File: src/rtl/dwds_pkg.sv
// shared types and constants of the wildcard directory search
package dwds_pkg;

    localparam int unsigned ENTRIES_DEF = 256;

    typedef enum logic [1:0] {
        REQ_CLEAR  = 2'd0,
        REQ_APPEND = 2'd1,
        REQ_SEARCH = 2'd2,
        REQ_NONE   = 2'd3
    } t_req;

    localparam logic [7:0] CH_QMARK  = 8'h3F;
    localparam logic [7:0] CH_DOT    = 8'h2E;
    localparam logic [7:0] ATTR_HID  = 8'h02;
    localparam logic [7:0] ATTR_PROT = 8'h04;
    localparam logic [7:0] ATTR_VOL  = 8'h08;
    localparam logic [7:0] ATTR_DIR  = 8'h10;

    typedef struct packed {
        logic [1:0]  req_type;
        logic [63:0] entry_name;
        logic [23:0] entry_ext;
        logic [7:0]  entry_attrs;
        logic [31:0] entry_size;
        logic [31:0] entry_time;
        logic [63:0] mask_name;
        logic [23:0] mask_ext;
        logic [7:0]  search_attr;
        logic [8:0]  start_index;
        logic        root_dir;
    } t_in;

    typedef struct packed {
        logic        found;
        logic [8:0]  resume_index;
        logic [63:0] found_name;
        logic [23:0] found_ext;
        logic [7:0]  found_attrs;
        logic [31:0] found_size;
        logic [31:0] found_time;
        logic        append_dropped;
    } t_out;

    // one stored directory entry
    typedef struct packed {
        logic [63:0] name;
        logic [23:0] ext;
        logic [7:0]  attrs;
        logic [31:0] size;
        logic [31:0] time_stamp;
    } t_ent;

    // search key compared against the entry in the head cell
    typedef struct packed {
        logic [63:0] mask_name;
        logic [23:0] mask_ext;
        logic [7:0]  attr;
        logic        root;
    } t_key;

    function automatic logic [7:0] up_byte(input logic [7:0] c);
        logic [7:0] r;
        r = c;
        if (c >= 8'h61 && c <= 8'h7A) r = c - 8'h20;
        return r;
    endfunction

endpackage

File: src/rtl/dwds_cell.sv
// one cell of the entry row: holds an entry, shifts entries toward the head
module dwds_cell
    import dwds_pkg::*;
(
    input  logic i_clk,
    input  logic i_load,
    input  logic i_shift,
    input  t_ent i_load_ent,
    input  t_ent i_next_ent,
    output t_ent o_ent
);
    t_ent r_ent;
    t_ent n_ent;

    // load from the append port or take the neighbor's entry during a rotate
    always_comb begin
        n_ent = r_ent;
        if (i_shift) n_ent = i_next_ent;
        else if (i_load) n_ent = i_load_ent;
    end

    always_ff @(posedge i_clk) begin
        r_ent <= n_ent;
    end

    assign o_ent = r_ent;
endmodule

File: config.mk
export PLATFORM = sky130hd
export DESIGN_NAME = dwds_cell
export DESIGN_NICKNAME = d
export VERILOG_FILES = /design/src/rtl/dwds_pkg.sv /design/src/rtl/dwds_cell.sv
export SDC_FILE = /design/constraint.sdc
export NUM_CORES = 1
export LEC_CHECK = 0
export BUFFER_PORTS_ARGS = -buffer_cell sky130_fd_sc_hd__buf_2
export CAP_MARGIN = 20
export CORE_AREA = 2 2 186 188
export DETAILED_ROUTE_END_ITERATION = 16
export DIE_AREA = 0 0 188 190
export SYNTH_ARGS = -nofsm -noshare
export SYNTH_HDL_FRONTEND = slang
export SYNTH_SLANG_ARGS = --single-unit
File: constraint.sdc
create_clock -name i_clk -period 14.1 [get_ports i_clk]
set_input_delay 0.705 -clock i_clk [delete_from_list [all_inputs] [get_ports i_clk]]
set_output_delay 0.705 -clock i_clk [all_outputs]
set_load 0.03 [all_outputs]
=== Yosys cells after proc, flatten, opt, wreduce, memory -nomap -nowiden ===
Cells that the tools add are included.

* Register bits after elaboration: 160
* Latch bits: 0
* Memory bits (writable): 0
* Memory bits (read-only): 0
* Bits of input ports: 323
* Output and inout port bits: 160
* Word-level logic and storage cells: 8
* Memories kept: 0

* Add/sub/neg operators: 0
* Multipliers: 0
* Divide/modulo/power cells: 0
* $lt $le $gt $ge: 0
* Equality and inequality tests: 0
* Shifts and indexed selects: 0
* Muxes and demuxes: 2
* Bitwise operators: 0
* Reductions and logical operators: 1

{| class="wikitable"
|+ Operators with widths
! kind !! count
|-
| 2-to-1 mux 160 bit || 2
|-
| nonzero test 2 bit || 1
|}

=== Longest topological paths before layout ===
* Word-level depth: 2
* Mapped depth: 4
* Mapped depth without buffers: 1

=== Least setup slack after synthesis ===
OpenSTA, ideal clock, no wires.

* Path kind: input to register
* From: input port i_shift
* To: register r_ent (netlist bit o_ent[0]), enable pin
* Setup time: 0.531 ns
* Arrival: 4.626 ns
* Required time: 13.569 ns
* Setup slack: 8.943 ns
* Cell stages on the path: 4
* Buffers on the path: 3
* Cell sequence: buf_6 -> buf_6 -> buf_6 -> or2_1

* Word-level cells in the longest chain between the ends: 1

{| class="wikitable"
|+ RTL lines
! item !! RTL line !! text
|-
| start, declared || dwds_cell.sv:7 || <nowiki>input logic i_shift,</nowiki>
|-
| nonzero test 2 bit (no source line) || n/a ||
|-
| end signal, assigned || dwds_cell.sv:23 || <nowiki>r_ent <= n_ent;</nowiki>
|-
| end, declared || dwds_cell.sv:12 || <nowiki>t_ent r_ent;</nowiki>
|}

No other way between the ends.
A chain may end at the register's enable or synchronous reset.

==> impl_metrics.toml <==
[timing]
tightest_slew_ns = 0.829
hold_viol = 0
setup_viol = 0
maxSlewHeadroom_pct = 44.7
final_max_slew_viol_count = 0
rsz0062_at_grt = "no"
fin_crit_ns = 2.71
max_freq_ghz = 0.369
tns_ns = 0
fin_crit_sh_pct = 19.2

[hold_path]
hold_class = "primary input to flop"
hold_path_depth = 2
hold_end = "o_ent[113]"
hold_start = "i_next_ent[113]"

[critical_path]
crit_arrival_ns = 2.88
setup.worst_path.class = "primary input to flop"
end_kind = "flop"
required_ns = 14.27
path_max_fanout = 56
cp-start-kind = "primary input"

[cells_and_area]
largest_reg_flops = 160
nets = 1150
multi_input_area_mm2 = 0.00214
stdcell_count = 1295
n_fill_cell = 3424
seq_area_mm2 = 0.00480
fin_area_mm2 = 0.0105
diodes = 0
drive_gt1_share_pct = 81.0
area_growth_pct = 48.5

[synth]
synth_warnings = 0
seq_area_frac_synth_pct = 67.6
syn_inst = 339
syn_area_mm2 = 0.00711
syn_avg_cell_area_um2 = 21.0
syn-num-nets = 662
synth_seq_cells = 160
ys_types = 6

[detailed_routing]
avgViaCountPerCell = 3.76
num_vias = 4866
routed_wl_mm = 20.6
drc_errors = 0
ant_nets = 0
first_pass_iters = 4
drtIter0Drc = 161
wl_per_cell_um = 15.9

[grt]
antenna_found_initial = 0
grt_usage_pct = 11.1
grt_pass1_vias = 4898
globalRouteOverflowTotal = 0
grt_max_degree = 65
grt_pass1_wl_mm = 29.2

[cts]
cts_buffers = 17
postCtsSetupBuffers = 0
root_buffer = "clkbuf_16"
tritoncts = "built"
htree_levels = 4
ctsLongestPathBuffers = 2
cts.repair.resized = 0
clock-sinks = 160
path_clk_slew_ns = 0.07
hold_buffers = 0

[power_and_ir_drop]
p_leak_nw = 4.84
cellPowerDensity_mw_per_mm2 = 126
ir_drop_uv = 72.8

[die]
core_mm2 = 0.0339
die_x_um = 188
initial_core_util_pct = 20.9
fp.dieH_um = 190
io_pins = 483
dieArea_mm2 = 0.0357
row_count = 68

[placement]
hpwl_mm = 16.5
place_area_mm2 = 0.00998
placed_cells = 1263
buffer_ports.inserted = 482
gp_congestion = 0.757

[run_status]
status = "finished, final reports clean"

[run]
cap_violations = 0
-- metal layers --
| metal | part of all wire (%) | track usage (%) | vias up |
|---|---|---|---|
| met1 | 39 | 13.1 | 2268 |
| met2 | 52 | 19.2 | 265 |
| met3 | 7.0 | 3.30 | 13 |
| li1 | - | - | 2320 |
| met4 | 1.7 | 3.94 | 0 |
| met5 | 0 | 0 | - |
-- where the power goes --
part	switching [mW]	internal (mW)	leakage, nW	total (mW)
combinational	0.174	0.110	2.94	0.285
clock	0.213	0.235	0.273	0.447
sequential	0.0142	0.584	1.63	0.598
-- final cells by class --
| type | instances | share of cell area, % |
|---|---|---|
| flip-flops and latches | 160 | 45.5 |
| repair buffers | 487 | 23.3 |
| well taps | 455 | 5.40 |
| clock inverters | 15 | 1.39 |
| clock buffers | 17 | 4.03 |
| multi-input cells | 161 | 20.3 |
-- worst max-delay path: stages --
cell and delay [ns]:
clkbuf_8 0.31, buf_4 0.65, buf_4 0.70, mux2_2 0.41
-- metrics by stage --
| stage | power, mW | utilization, % | worst slack, ns | hold WS, ns |
|---|---|---|---|---|
| finish | 1.33 | 31.1 | 11.39 | 0.577 |
| floorplan | 0.789 | - | 8.94 | 0.922 |
| global placement | 0.895 | 29.4 | 10.95 | 1.01 |
| CTS | 1.35 | 31.1 | 11.39 | 0.544 |
| global route | 1.39 | 31.1 | 11.27 | 0.546 |
| detailed placement | 0.898 | 29.4 | 10.92 | 1.01 |
-- worst max-delay path by stage --
| stage | from | to | slack, ns | cells after the start |
|---|---|---|---|---|
| finish | i_shift | o_ent[34] | 11.39 | 4 |
| global route | i_shift | o_ent[24] | 11.27 | 4 |
| detailed placement | i_shift | o_ent[60] | 10.92 | 4 |
| global placement | i_shift | o_ent[65] | 10.95 | 4 |
| CTS | i_shift | o_ent[19] | 11.39 | 4 |
| floorplan | i_shift | o_ent[0] | 8.94 | 4 |
-- cells in the mapped netlist --
cell / instances / area share, %
mux2_4: 89 / 19
mux2_2: 71 / 11
buf_2: 7 / 0.49
buf_6: 11 / 1.7
edfxtp_1: 160 / 68
or2_1: 1 / 0.088
-- placed cells by master, fill, tap and decap left out, drive strengths merged --
master    count
edfxtp      160
clkinv        4
clkbuf       18
or2           1
mux2        160
clkinvlp      3
inv           8
buf         486
-- kinds of logic after synthesis --
logic type	count (synthesis)	synth area share, %
mux	160	30.1
flops	160	67.6
simple gates	1	0.0881
buf+inv	18	2.24
Note: power is estimated with default switching activity, not from simulation.
