$ cat src/rtl/dwds_pkg.sv
// shared types and constants of the wildcard directory search
package dwds_pkg;

    localparam int unsigned ENTRIES_DEF = 256;

    typedef enum logic [1:0] {
        REQ_CLEAR  = 2'd0,
        REQ_APPEND = 2'd1,
        REQ_SEARCH = 2'd2,
        REQ_NONE   = 2'd3
    } t_req;

    localparam logic [7:0] CH_QMARK  = 8'h3F;
    localparam logic [7:0] CH_DOT    = 8'h2E;
    localparam logic [7:0] ATTR_HID  = 8'h02;
    localparam logic [7:0] ATTR_PROT = 8'h04;
    localparam logic [7:0] ATTR_VOL  = 8'h08;
    localparam logic [7:0] ATTR_DIR  = 8'h10;

    typedef struct packed {
        logic [1:0]  req_type;
        logic [63:0] entry_name;
        logic [23:0] entry_ext;
        logic [7:0]  entry_attrs;
        logic [31:0] entry_size;
        logic [31:0] entry_time;
        logic [63:0] mask_name;
        logic [23:0] mask_ext;
        logic [7:0]  search_attr;
        logic [8:0]  start_index;
        logic        root_dir;
    } t_in;

    typedef struct packed {
        logic        found;
        logic [8:0]  resume_index;
        logic [63:0] found_name;
        logic [23:0] found_ext;
        logic [7:0]  found_attrs;
        logic [31:0] found_size;
        logic [31:0] found_time;
        logic        append_dropped;
    } t_out;

    // one stored directory entry
    typedef struct packed {
        logic [63:0] name;
        logic [23:0] ext;
        logic [7:0]  attrs;
        logic [31:0] size;
        logic [31:0] time_stamp;
    } t_ent;

    // search key compared against the entry in the head cell
    typedef struct packed {
        logic [63:0] mask_name;
        logic [23:0] mask_ext;
        logic [7:0]  attr;
        logic        root;
    } t_key;

    function automatic logic [7:0] up_byte(input logic [7:0] c);
        logic [7:0] r;
        r = c;
        if (c >= 8'h61 && c <= 8'h7A) r = c - 8'h20;
        return r;
    endfunction

endpackage

$ cat src/rtl/dwds_match.sv
// compare of the head entry against the search key
module dwds_match
    import dwds_pkg::*;
(
    input  t_ent i_ent,
    input  t_key i_key,
    output logic o_hit
);
    logic name_ok;
    logic attr_ok;
    logic [87:0] m;
    logic [87:0] v;

    always_comb begin
        m = {i_key.mask_ext, i_key.mask_name};
        v = {i_ent.ext, i_ent.name};
        name_ok = 1'b1;
        for (int b = 0; b < 11; b++) begin
            if (m[8*b +: 8] != CH_QMARK &&
                up_byte(m[8*b +: 8]) != up_byte(v[8*b +: 8])) name_ok = 1'b0;
        end
        if (i_key.attr == ATTR_VOL) attr_ok = (i_ent.attrs & ATTR_VOL) != 8'h00;
        else attr_ok = ((i_key.attr | (i_ent.attrs & (ATTR_HID | ATTR_PROT | ATTR_DIR)))
                       == i_key.attr);
        o_hit = name_ok && attr_ok && !(i_key.root && i_ent.name[7:0] == CH_DOT);
    end
endmodule
$ cat config.mk
export PLATFORM = sky130hd
export DESIGN_NAME = dwds_match
export DESIGN_NICKNAME = d
export VERILOG_FILES = /design/src/rtl/dwds_pkg.sv /design/src/rtl/dwds_match.sv
export SDC_FILE = /design/constraint.sdc
export NUM_CORES = 1
export LEC_CHECK = 0
export BUFFER_PORTS_ARGS = -buffer_cell sky130_fd_sc_hd__buf_2
export CAP_MARGIN = 20
export CORE_AREA = 2 2 100 102
export DETAILED_ROUTE_END_ITERATION = 8
export DIE_AREA = 0 0 102 104
export PLACE_DENSITY = 0.77
export SLEW_MARGIN = 20
export SYNTH_ARGS = -nofsm -noshare
export SYNTH_HDL_FRONTEND = slang
export SYNTH_SLANG_ARGS = --single-unit
$ cat constraint.sdc
create_clock -name vclk -period 2.5
set_input_delay 0.375 -clock vclk [all_inputs]
set_output_delay 0.375 -clock vclk [all_outputs]
set_load 0.02 [all_outputs]
# Word-level counts from Yosys, hierarchy flattened
# Cells that the tools add are included.
# word_totals
ff_bits	0
out_inout_bits	1
inputBits	257
wordCells	163
# op_classes
n_mux	34
n_bitwise	1
eq_ne	25
reduce_logical	37
add_sub_neg	22
magnitude_cmp	44
# ops
op	count
$ge 8x7->1 const B	22
$le 8x7->1 const B	22
$mux 8	22
$sub 8x6->8 const B	22
$ne 8x6->1 const B	11
$ne 8x8->1	11
$logic_and 1x1->1	36
$mux 1	12
$eq 8x4->1 const B	1
$eq 8x6->1 const B	1
$eq 8x8->1	1
$or 8x5->8	1
$logic_not 1->1	1

# Longest topological paths before layout
# Gate-level depths: netlist of run 1.
# logic_depth
depth_word	18
ltp_mapped	10
depth_no_buf	10

# Least setup slack after synthesis of run 1
# No wires, ideal clock.
# synth_timing
path_type	in2out
start	in i_key[82] in the netlist's numbering
end	out o_hit
t_arrival_ps	2552
setup_slack_ps	-427
t_required_ps	2125
stages	8
n_path_buf	0
cell_sequence	or4_4 -> o22ai_4 -> o21ai_2 -> xor2_1 -> nor4_2 -> a21oi_1 -> a2111o_1 -> nor4_2
# synth_via
elab_chain_len	12
word_cells_on_any_way	15
classes_between	add/sub: 1; order compare: 2; eq/ne: 2; mux: 6; reduce/logical: 4
# synth_rtl
item	line	source
start, declared	dwds_match.sv:6	input t_key i_key,
$ge 8x7->1 / $le 8x7->1 (equally long branches)	dwds_pkg.sv:65	if (c >= 8'h61 && c <= 8'h7A) r = c - 8'h20;
$logic_and 1x1->1	dwds_pkg.sv:65	
$mux 8	dwds_pkg.sv:65	
$ne 8x8->1	dwds_match.sv:20	up_byte(m[8*b +: 8]) != up_byte(v[8*b +: 8])) name_ok = 1'b0;
$logic_and 1x1->1 *	dwds_match.sv:19	if (m[8*b +: 8] != CH_QMARK &&
$mux 1 * (5 in series)	dwds_match.sv:19	
$logic_and 1x1->1 * (2 in series)	dwds_match.sv:25	o_hit = name_ok && attr_ok && !(i_key.root && i_ent.name[7:0] == CH_DOT);
end, declared	dwds_match.sv:7	output logic o_hit
# Mark *: on every way between the ends. The rest lies on a longest branch, timed or not.

# Worst setup path after layout of run 1
# layout_timing
start	in i_key[10] in the netlist's numbering
end	out o_hit
# layout_via
elab_chain_len	10
word_cells_on_any_way	13
classes_between	add/sub: 1; order compare: 2; eq/ne: 2; mux: 4; reduce/logical: 4
# layout_rtl
item	line
$ge 8x7->1 / $le 8x7->1 (equally long branches)	dwds_pkg.sv:65
$logic_and 1x1->1	dwds_pkg.sv:65
$mux 8	dwds_pkg.sv:65
$ne 8x8->1	dwds_match.sv:20
$logic_and 1x1->1 *	dwds_match.sv:19
$mux 1 * (3 in series)	dwds_match.sv:19
$logic_and 1x1->1 * (2 in series)	dwds_match.sv:25
# Marked as above.

==> run_results.csv, run 1 <==
group,metric,value,unit
grt,use_met2,0.442,
synth,syn_area_per_cell,6.75,um2
synth,yosys_warnings,0,
worst_setup_path,critPathKind,"in -> out",
floorplanning,coreArea,0.00955,mm2
timing,finalHoldViolCount,0,
final_layout,num_antenna_cells,0,
routing,num_vias,5222,
final_layout,layout.nets,1180,
synth,synth_fp_nets,773,
routing,totalWireLength,13000,um
grt,busiest_layer,"met2",
final_layout,fin_area,0.00620,mm2
timing,finalSetupViolations,1,
timing,period_share,1.21,
floorplanning,die_h,104,um
synth,synthTopCellsByArea,"xor2_1 (12%), xnor2_1 (11%), ha_1 (8.2%), inv_1 (6.4%), a21oi_1 (4.9%)",
routing,vias_per_cell,5.06,
status,status,"complete, but fails checks",
place,place_area,0.00612,mm2
timing,max_freq,330,MHz
grt,gr-usage-met1,0.255,
timing,fin_ws,-0.534,ns
floorplanning,start_util,0.349,
timing,worst_pin_slew,0.528,ns
grt,grt_max_degree,7,
timing,period_minus_slack,3.03,ns
status,failed_checks,"setup timing",
grt,grt_first_pass_wirelength,20600,um
place,hpwl,11600,um
worst_setup_path,crit_path_max_fanout,2,
synth,yosysUniqueCellTypes,65,
place,gp_congestion,0.885,
synth,ys_seq_area_frac,0,
pwr,power_density,157,mW/mm2
pwr,ir_worst_vdd,86.5,uV
synth,synth_top_area_cell,"xor2_1",
worst_setup_path,cp-startpoint,"i_key[10]",
synth,netlist_area,0.00334,mm2
min_path,hold_class,"in -> out",
grt,antenna_found_initial,0,
min_path,min_path_cells,5,
timing,slew_viol_final,0,
timing,fin_tns_setup,-0.534,ns
routing,antenna_left,0,
final_layout,seq_cell_count,0,
timing,relSlewSlack,0.645,
floorplanning,die-area,0.0106,mm2
grt,grtUsageMet3,0.0296,
place,io_buffer_count,190,
pwr,leakage,0.00313,uW
worst_setup_path,cp-start-kind,"input pin",
floorplanning,rows,36,
final_layout,clkbuf_count,0,
job,drv_cap,0,
synth,syn_inst,494,
final_layout,final_layout_size_suffix_gt1_frac,0.488,
place,preCtsSetupSlack,-0.843,ns
routing,drc,0,
timing,rsz0062_at_grt,"yes",
final_layout,regArea,0,um2
worst_setup_path,required,2.12,ns
floorplanning,io_pins,258,
grt,grt_overflow_total,0,
floorplanning,die_w,102,um
pwr,power,973,uW
grt,grt_pass1_vias,4997,
routing,first_pass_iters,4,
routing,drtIter0Drc,159,
routing,wl_per_cell,12.6,um
synth,yosysTopAreaCellShare,0.115,
worst_setup_path,end_kind,"output port",
min_path,hold_end,"o_hit",
final_layout,fillers,824,
worst_setup_path,cp.arrival,2.66,ns
min_path,hold_start,"i_key[16]",
grt,track_usage,0.225,
final_layout,area_delta_synth_final,85.8,%
==> kinds of logic after synthesis <==
family,count (synthesis),share of synthesized area
AO/OA/AOI/OAI,126,0.284
multiplexers,10,0.0319
adder cells (fa/ha/maj),22,0.0825
AND/OR/NAND/NOR,192,0.309
XOR/XNOR,87,0.228
buffers and inverters,57,0.0641
==> worst max-delay path by stage <==
| stage | endpoint | slack (ns) | cells past startpoint |
|---|---|---|---|
| floorplan | o_hit | -0.18 | 8 |
| global placement | o_hit | -0.80 | 10 |
| detailed placement | o_hit | -0.84 | 10 |
| CTS | o_hit | -0.58 | 10 |
| global route | o_hit | -0.66 | 10 |
| finish | o_hit | -0.53 | 10 |
==> critical path, cell delays in order <==
cell and delay [ns]:
buf_2 0.11, or4_4 0.55, o22ai_2 0.20, o21ai_1 0.11, xor2_1 0.16, nor4_2 0.24
nand3_1 0.14, a2111o_1 0.42, nor4_4 0.17, buf_4 0.19
==> through the flow <==
step           cells  hold slack [ns]   util
3_5_place_dp    1031             1.35  0.641
2_1_floorplan    494             1.02      -
5_1_grt         1032             1.38  0.649
6_report        1032             1.35  0.649
4_1_cts         1031             1.36  0.643
3_3_place_gp    1031             1.35  0.641
==> repair_timing <==
action | CTS | global route
setup buffers | 0 | 1
endpoints found under the hold margin | 0 | 0
resized for setup | 5 | 10
pin swaps | 4 | 8
hold buffers | 0 | 0
endpoints found under the setup margin | 1 | 1
==> report_power, final <==
group	switching (uW)	internal, uW	total, uW
clock network	0	0	0
logic	433	540	973
registers	0	0	0
==> cell type report <==
cell class	instances	area [um2]	area share
multi-input combinational	437	3250	0.524
tap	133	166	0.0268
timing repair buffer	405	2570	0.415
inverter	57	214	0.0345
==> cells in the final DEF, fill, tap and decap left out, drive strengths merged, types with 5 or more instances in the layout <==
| cell type | instances |
|---|---|
| buf | 405 |
| inv | 57 |
| xor2 | 44 |
| xnor2 | 43 |
| nand2 | 34 |
| nor2 | 34 |
| a21oi | 33 |
| nor3 | 30 |
| nand3 | 28 |
| ha | 22 |
| nand4 | 13 |
| or4 | 13 |
| o21ai | 11 |
| nor4 | 11 |
| o31ai | 10 |
| a31oi | 8 |
| a41oi | 7 |
| o21bai | 6 |
| nand3b | 5 |
| o2bb2ai | 5 |
| mux2i | 5 |
| a211oi | 5 |
| mux2 | 5 |
==> metal layers <==
metal / vias to the layer above / wire, um
met5: - / 0
met4: 0 / 169
met3: 21 / 875
met2: 180 / 6620
met1: 2342 / 5290
li1: 2679 / -
==> synth_stat cells (all sizes together) (4+ instances only) <==
cell	instances
nand3	28
nor3b	4
nor3	30
a31oi	8
a21oi	33
or4	13
nor4	11
nand3b	5
a211oi	5
o21ai	11
xnor2	43
o21bai	6
nand4	13
mux2i	5
o31ai	10
nand2	34
nor2	34
a41oi	7
or3	4
inv	57
ha	22
xor2	44
o2bb2ai	5
mux2	5
Note: power is estimated with default switching activity, not from simulation.
==> run 2: changes to the inputs <==
- ABC_AREA: unset -> 1
- CORE_AREA: 2 2 100 102 -> unset
- CORE_UTILIZATION: unset -> 41
- DIE_AREA: 0 0 102 104 -> unset
- PLACE_DENSITY: 0.77 -> 0.84
==> run_results.csv, run 2 <==
group,metric,value,unit
synth,netlist_area,0.00393,mm2
routing,vias_per_cell,4.71,
floorplanning,io_pins,258,
worst_setup_path,crit_path_max_fanout,3,
synth,syn_area_per_cell,4.71,um2
floorplanning,coreArea,0.00924,mm2
routing,wl_per_cell,9.42,um
routing,first_pass_iters,6,
synth,yosysTopAreaCellShare,0.289,
worst_setup_path,crit_path_frequent_cell,"nand2_1",
timing,slew_viol_final,0,
final_layout,fillers,964,
timing,period_share,0.906,
timing,finalSetupViolations,0,
timing,relSlewSlack,0.812,
pwr,ir_worst_vdd,75.4,uV
place,io_buffer_count,190,
synth,synthTopCellsByCount,"nand2_1 (303), inv_1 (139), nor2_1 (118), nand3_1 (79), nand4_1 (32)",
place,hpwl,9980,um
job,drv_cap,0,
timing,worst_pin_slew,0.279,ns
min_path,hold_class,"in -> out",
timing,fin_tns_setup,0,ns
final_layout,final_layout_size_suffix_gt1_frac,0.209,
synth,yosysUniqueCellTypes,29,
synth,synth_most_common_cell,"nand2_1",
synth,syn_inst,834,
floorplanning,die_w,99.9,um
synth,ys_seq_area_frac,0,
clock_tree,postCtsHoldBufs,0,
grt,grt_first_pass_wirelength,18500,um
worst_setup_path,critPathKind,"in -> out",
worst_setup_path,cp.arrival,1.89,ns
final_layout,area_delta_synth_final,28.5,%
grt,track_usage,0.213,
final_layout,layout.nets,1305,
final_layout,layout_common_cells,"nand2_1 (303), buf_2 (190), inv_1 (139), nor2_1 (116), nand3_1 (79)",
final_layout,mostFrequentLayoutCell,"nand2_1",
pwr,leakage,0.00313,uW
grt,grt_pass1_vias,4833,
final_layout,regArea,0,um2
routing,drtIter0Drc,145,
worst_setup_path,crit_chain,"buf_2 -> nand2_1 -> nand2_1 -> a21oi_1 -> nand3_1 -> o21ai_1 -> o21ai_0 -> nand2_1 -> a21oi_1 -> nor2_2 -> nand2_1 -> nor2_1 -> buf_2",
worst_setup_path,required,2.12,ns
synth,synth_top_area_cell,"nand2_1",
floorplanning,die-area,0.00998,mm2
min_path,hold_start,"i_key[34]",
synth,yosys_warnings,0,
worst_setup_path,slowest_stage,"a21oi_1",
final_layout,clkbuf_count,0,
timing,finalHoldViolCount,0,
place,gp_congestion,0.852,
worst_setup_path,cp-start-kind,"input pin",
floorplanning,rows,35,
status,status,"completed",
worst_setup_path,max_stage_delay,0.19,ns
min_path,min_path_cells,6,
synth,synth_fp_nets,1113,
pwr,power_density,137,mW/mm2
final_layout,seq_cell_count,0,
worst_setup_path,cp-startpoint,"i_key[90]",
grt,grt_max_degree,8,
floorplanning,die_h,99.9,um
routing,antenna_left,0,
routing,num_vias,5438,
grt,grt_overflow_total,0,
timing,rsz0062_at_grt,"no",
timing,max_freq,442,MHz
grt,antenna_found_initial,2,
floorplanning,start_util,0.425,
timing,period_minus_slack,2.26,ns
routing,totalWireLength,10900,um
synth,synthTopCellsByArea,"nand2_1 (29%), inv_1 (13%), nor2_1 (11%), nand3_1 (10%), ha_1 (7.0%)",
final_layout,fin_util,0.546,
worst_setup_path,end_kind,"output port",
routing,drc,0,
[run 2: cell count changes in the layout (fill, tap and decap cells not counted), moves of 16 or more]
cell	delta
a21oi_1	-16
buf_4	-216
inv_1	+82
nand2_1	+269
nand3_1	+51
nand4_1	+19
nor2_1	+82
nor3_1	-18
xor2_1	-24
[run 2: through the flow]
step | hold WS, ns | total power, uW | area [um2] | cells | setup WS, ns
after floorplan | 1.01 | 398 | 3930 | 834 | 0.525
after detailed placement | 1.32 | 692 | 5040 | 1153 | 0.187
after CTS | 1.32 | 695 | 5040 | 1153 | 0.183
final | 1.30 | 694 | 5050 | 1154 | 0.236
after global routing | 1.37 | 802 | 5050 | 1153 | 0.00480
after global placement | 1.30 | 675 | 5040 | 1153 | 0.229
[run 2: logic make-up after synthesis]
logic type | Yosys count | share of synthesized area
simple gates | 570 | 0.615
buf+inv | 152 | 0.145
xor+xnor | 50 | 0.111
compound gates | 40 | 0.0583
fa+ha+maj | 22 | 0.0701
[run 2: final cells by class]
cell class                 count  area, um2  area share
antenna                        1       2.50    0.000496
inverter                     152        571       0.113
multi-input combinational    682       3360       0.666
tap                          129        161      0.0320
timing repair buffer         190        951       0.188
[run 2: path summary, 6_finish.rpt]
kind and to:
max o_hit, min o_hit
[run 2: worst max-delay path, delay by kind of cell]
family                 cells  cell delay (ns)
buffers and inverters      2             0.29
AND/OR/NAND/NOR            7             0.68
AO/OA/AOI/OAI              4             0.54
[run 2: what timing repair did]
item	CTS	global route
gates resized for setup	0	2
setup buffers	0	0
endpoints found under the setup margin	0	1
endpoints found under the hold margin	0	0
[run 2: layer usage]
layer  vias to the layer above  share of wire  track usage
met5                         -        0.00074            0
met4                         2          0.014       0.0339
met3                        14          0.081       0.0355
met2                       174           0.46        0.403
met1                      2248           0.45        0.254
li1                       3000              -            -
[run 2: report_power, final]
part	internal [uW]	leakage, uW	switching [uW]
combinational	304	0.00313	390
clock	0.0000535	0.00000000634	0
sequential	0	0	0
total	304	0.00313	390
==> run 3: changes to the inputs <==
- CORE_AREA: unset -> 2 2 100 102
- CORE_UTILIZATION: 41 -> unset
- DIE_AREA: unset -> 0 0 102 104
- PLACE_DENSITY: 0.84 -> 0.81
- clock period: 2.5 -> 2.4 ns (I/O delays scaled with it)
==> run_results.csv, run 3 (synthesized netlist as in run 2, its figures left out) <==
group,metric,value,unit
floorplanning,die-area,0.0106,mm2
final_layout,seq_cell_count,0,
routing,antenna_left,0,
grt,use_met2,0.361,
final_layout,mostFrequentLayoutCell,"nand2_1",
timing,period_share,0.923,
pwr,power_density,144,mW/mm2
routing,num_vias,5492,
timing,relSlewSlack,0.776,
timing,max_freq,452,MHz
job,drv_cap,0,
worst_setup_path,crit_path_max_fanout,4,
pwr,internal_power,333,uW
status,status,"completed",
floorplanning,die_w,102,um
timing,fin_tns_setup,0,ns
worst_setup_path,end_kind,"output port",
final_layout,fin_util,0.547,
min_path,hold_class,"in -> out",
routing,first_pass_iters,5,
place,io_buffer_count,190,
pwr,clkPwrFrac,0,
final_layout,layout.nets,1308,
place,place_area,0.00505,mm2
timing,finalSetupViolations,0,
routing,vias_per_cell,4.73,
grt,grtUsageMet3,0.0161,
timing,period_minus_slack,2.21,ns
pwr,pwr-share-comb,1.000,
final_layout,area_delta_synth_final,33.1,%
pwr,ir_worst_vdd,59.8,uV
routing,totalWireLength,11300,um
grt,grt_overflow_total,0,
grt,gr-usage-met1,0.245,
floorplanning,rows,36,
floorplanning,io_pins,258,
pwr,p_sw_frac,0.558,
final_layout,final_layout_size_suffix_gt1_frac,0.235,
min_path,hold_start,"i_key[34]",
timing,slew_viol_final,0,
final_layout,fin_area,0.00523,mm2
routing,drc,0,
grt,grt_pass1_vias,4818,
grt,busiest_layer,"met2",
timing,worst_pin_slew,0.333,ns
pwr,leakage,0.00317,uW
worst_setup_path,critPathKind,"in -> out",
final_layout,clkbuf_count,0,
timing,finalHoldViolCount,0,
worst_setup_path,cp-startpoint,"i_key[18]",
place,hpwl,9810,um
pwr,sequentialPowerShare,0,
final_layout,fillers,1018,
pwr,switchingPower,420,uW
worst_setup_path,cp-start-kind,"input pin",
floorplanning,die_h,104,um
routing,drtIter0Drc,161,
grt,grt_max_degree,8,
final_layout,layout_common_cells,"nand2_1 (299), buf_2 (181), inv_1 (135), nor2_1 (109), nand3_1 (76)",
grt,antenna_found_initial,1,
grt,grt_first_pass_wirelength,18200,um
worst_setup_path,cp.arrival,1.85,ns
min_path,min_path_cells,6,
place,gp_congestion,0.836,
grt,track_usage,0.192,
routing,wl_per_cell,9.71,um
final_layout,regArea,0,um2
floorplanning,coreArea,0.00955,mm2
floorplanning,start_util,0.411,
worst_setup_path,required,2.04,ns
## run 3: cell count changes in the layout (fill, tap and decap cells not counted), moves of 4 or more
cell,delta
nor2_2,+4
buf_4,+5
inv_1,-4
buf_2,-9
nor2_1,-7
nand2_1,-4
buf_6,+5
## run 3: final timing paths
path,slack (ns),to
setup / recovery,0.19,o_hit
hold / removal,1.27,o_hit
## run 3: layout make-up
class | instances | area, um2 | area share
multi-input combinational | 682 | 3460 | 0.663
tap | 133 | 166 | 0.0318
inverter | 152 | 573 | 0.110
timing repair buffer | 193 | 1020 | 0.196
antenna | 1 | 2.50 | 0.000479
## run 3: per-stage QoR
stage / power [uW] / instances / hold WS (ns) / worst slack [ns]
2_1_floorplan: 415 / 834 / 0.984 / 0.455
3_3_place_gp: 703 / 1157 / 1.28 / 0.181
6_report: 753 / 1161 / 1.27 / 0.185
5_1_grt: 867 / 1160 / 1.31 / -0.0192
3_5_place_dp: 717 / 1157 / 1.28 / 0.146
4_1_cts: 720 / 1157 / 1.28 / 0.139
## run 3: critical path, cell delays in order
cell and delay [ns]:
buf_8 0.10, nor2_4 0.08, nand4_1 0.20, buf_4 0.20
nand4_1 0.09, nand3_1 0.08, nand2_1 0.07, nand3_1 0.07
nand2_1 0.07, nand2_1 0.06, nor2_2 0.15, nand2_1 0.07
nor2_1 0.09, buf_4 0.15
## run 3: power groups by stage
| stage | combinational, uW | clock (uW) | sequential (uW) |
|---|---|---|---|
| finish | 753 | 0.0000557 | 0 |
| global route | 867 | 0 | 0 |
| CTS | 720 | 0 | 0 |
| detailed placement | 717 | 0 | 0 |
| global placement | 703 | 0 | 0 |
| floorplan | 415 | 0 | 0 |
## run 3: what timing repair did
| item | CTS | global route |
|---|---|---|
| hold buffers | 0 | 0 |
| gates resized for setup | 0 | 49 |
| setup buffers | 0 | 3 |
| endpoints found under the setup margin | 0 | 1 |
## run 3: per-layer routing
layer,routed length (um),vias up,share of wire
li1,-,3010,-
met1,5190,2327,0.46
met2,5340,147,0.47
met3,669,8,0.059
met4,68,0,0.0060
met5,0,-,0
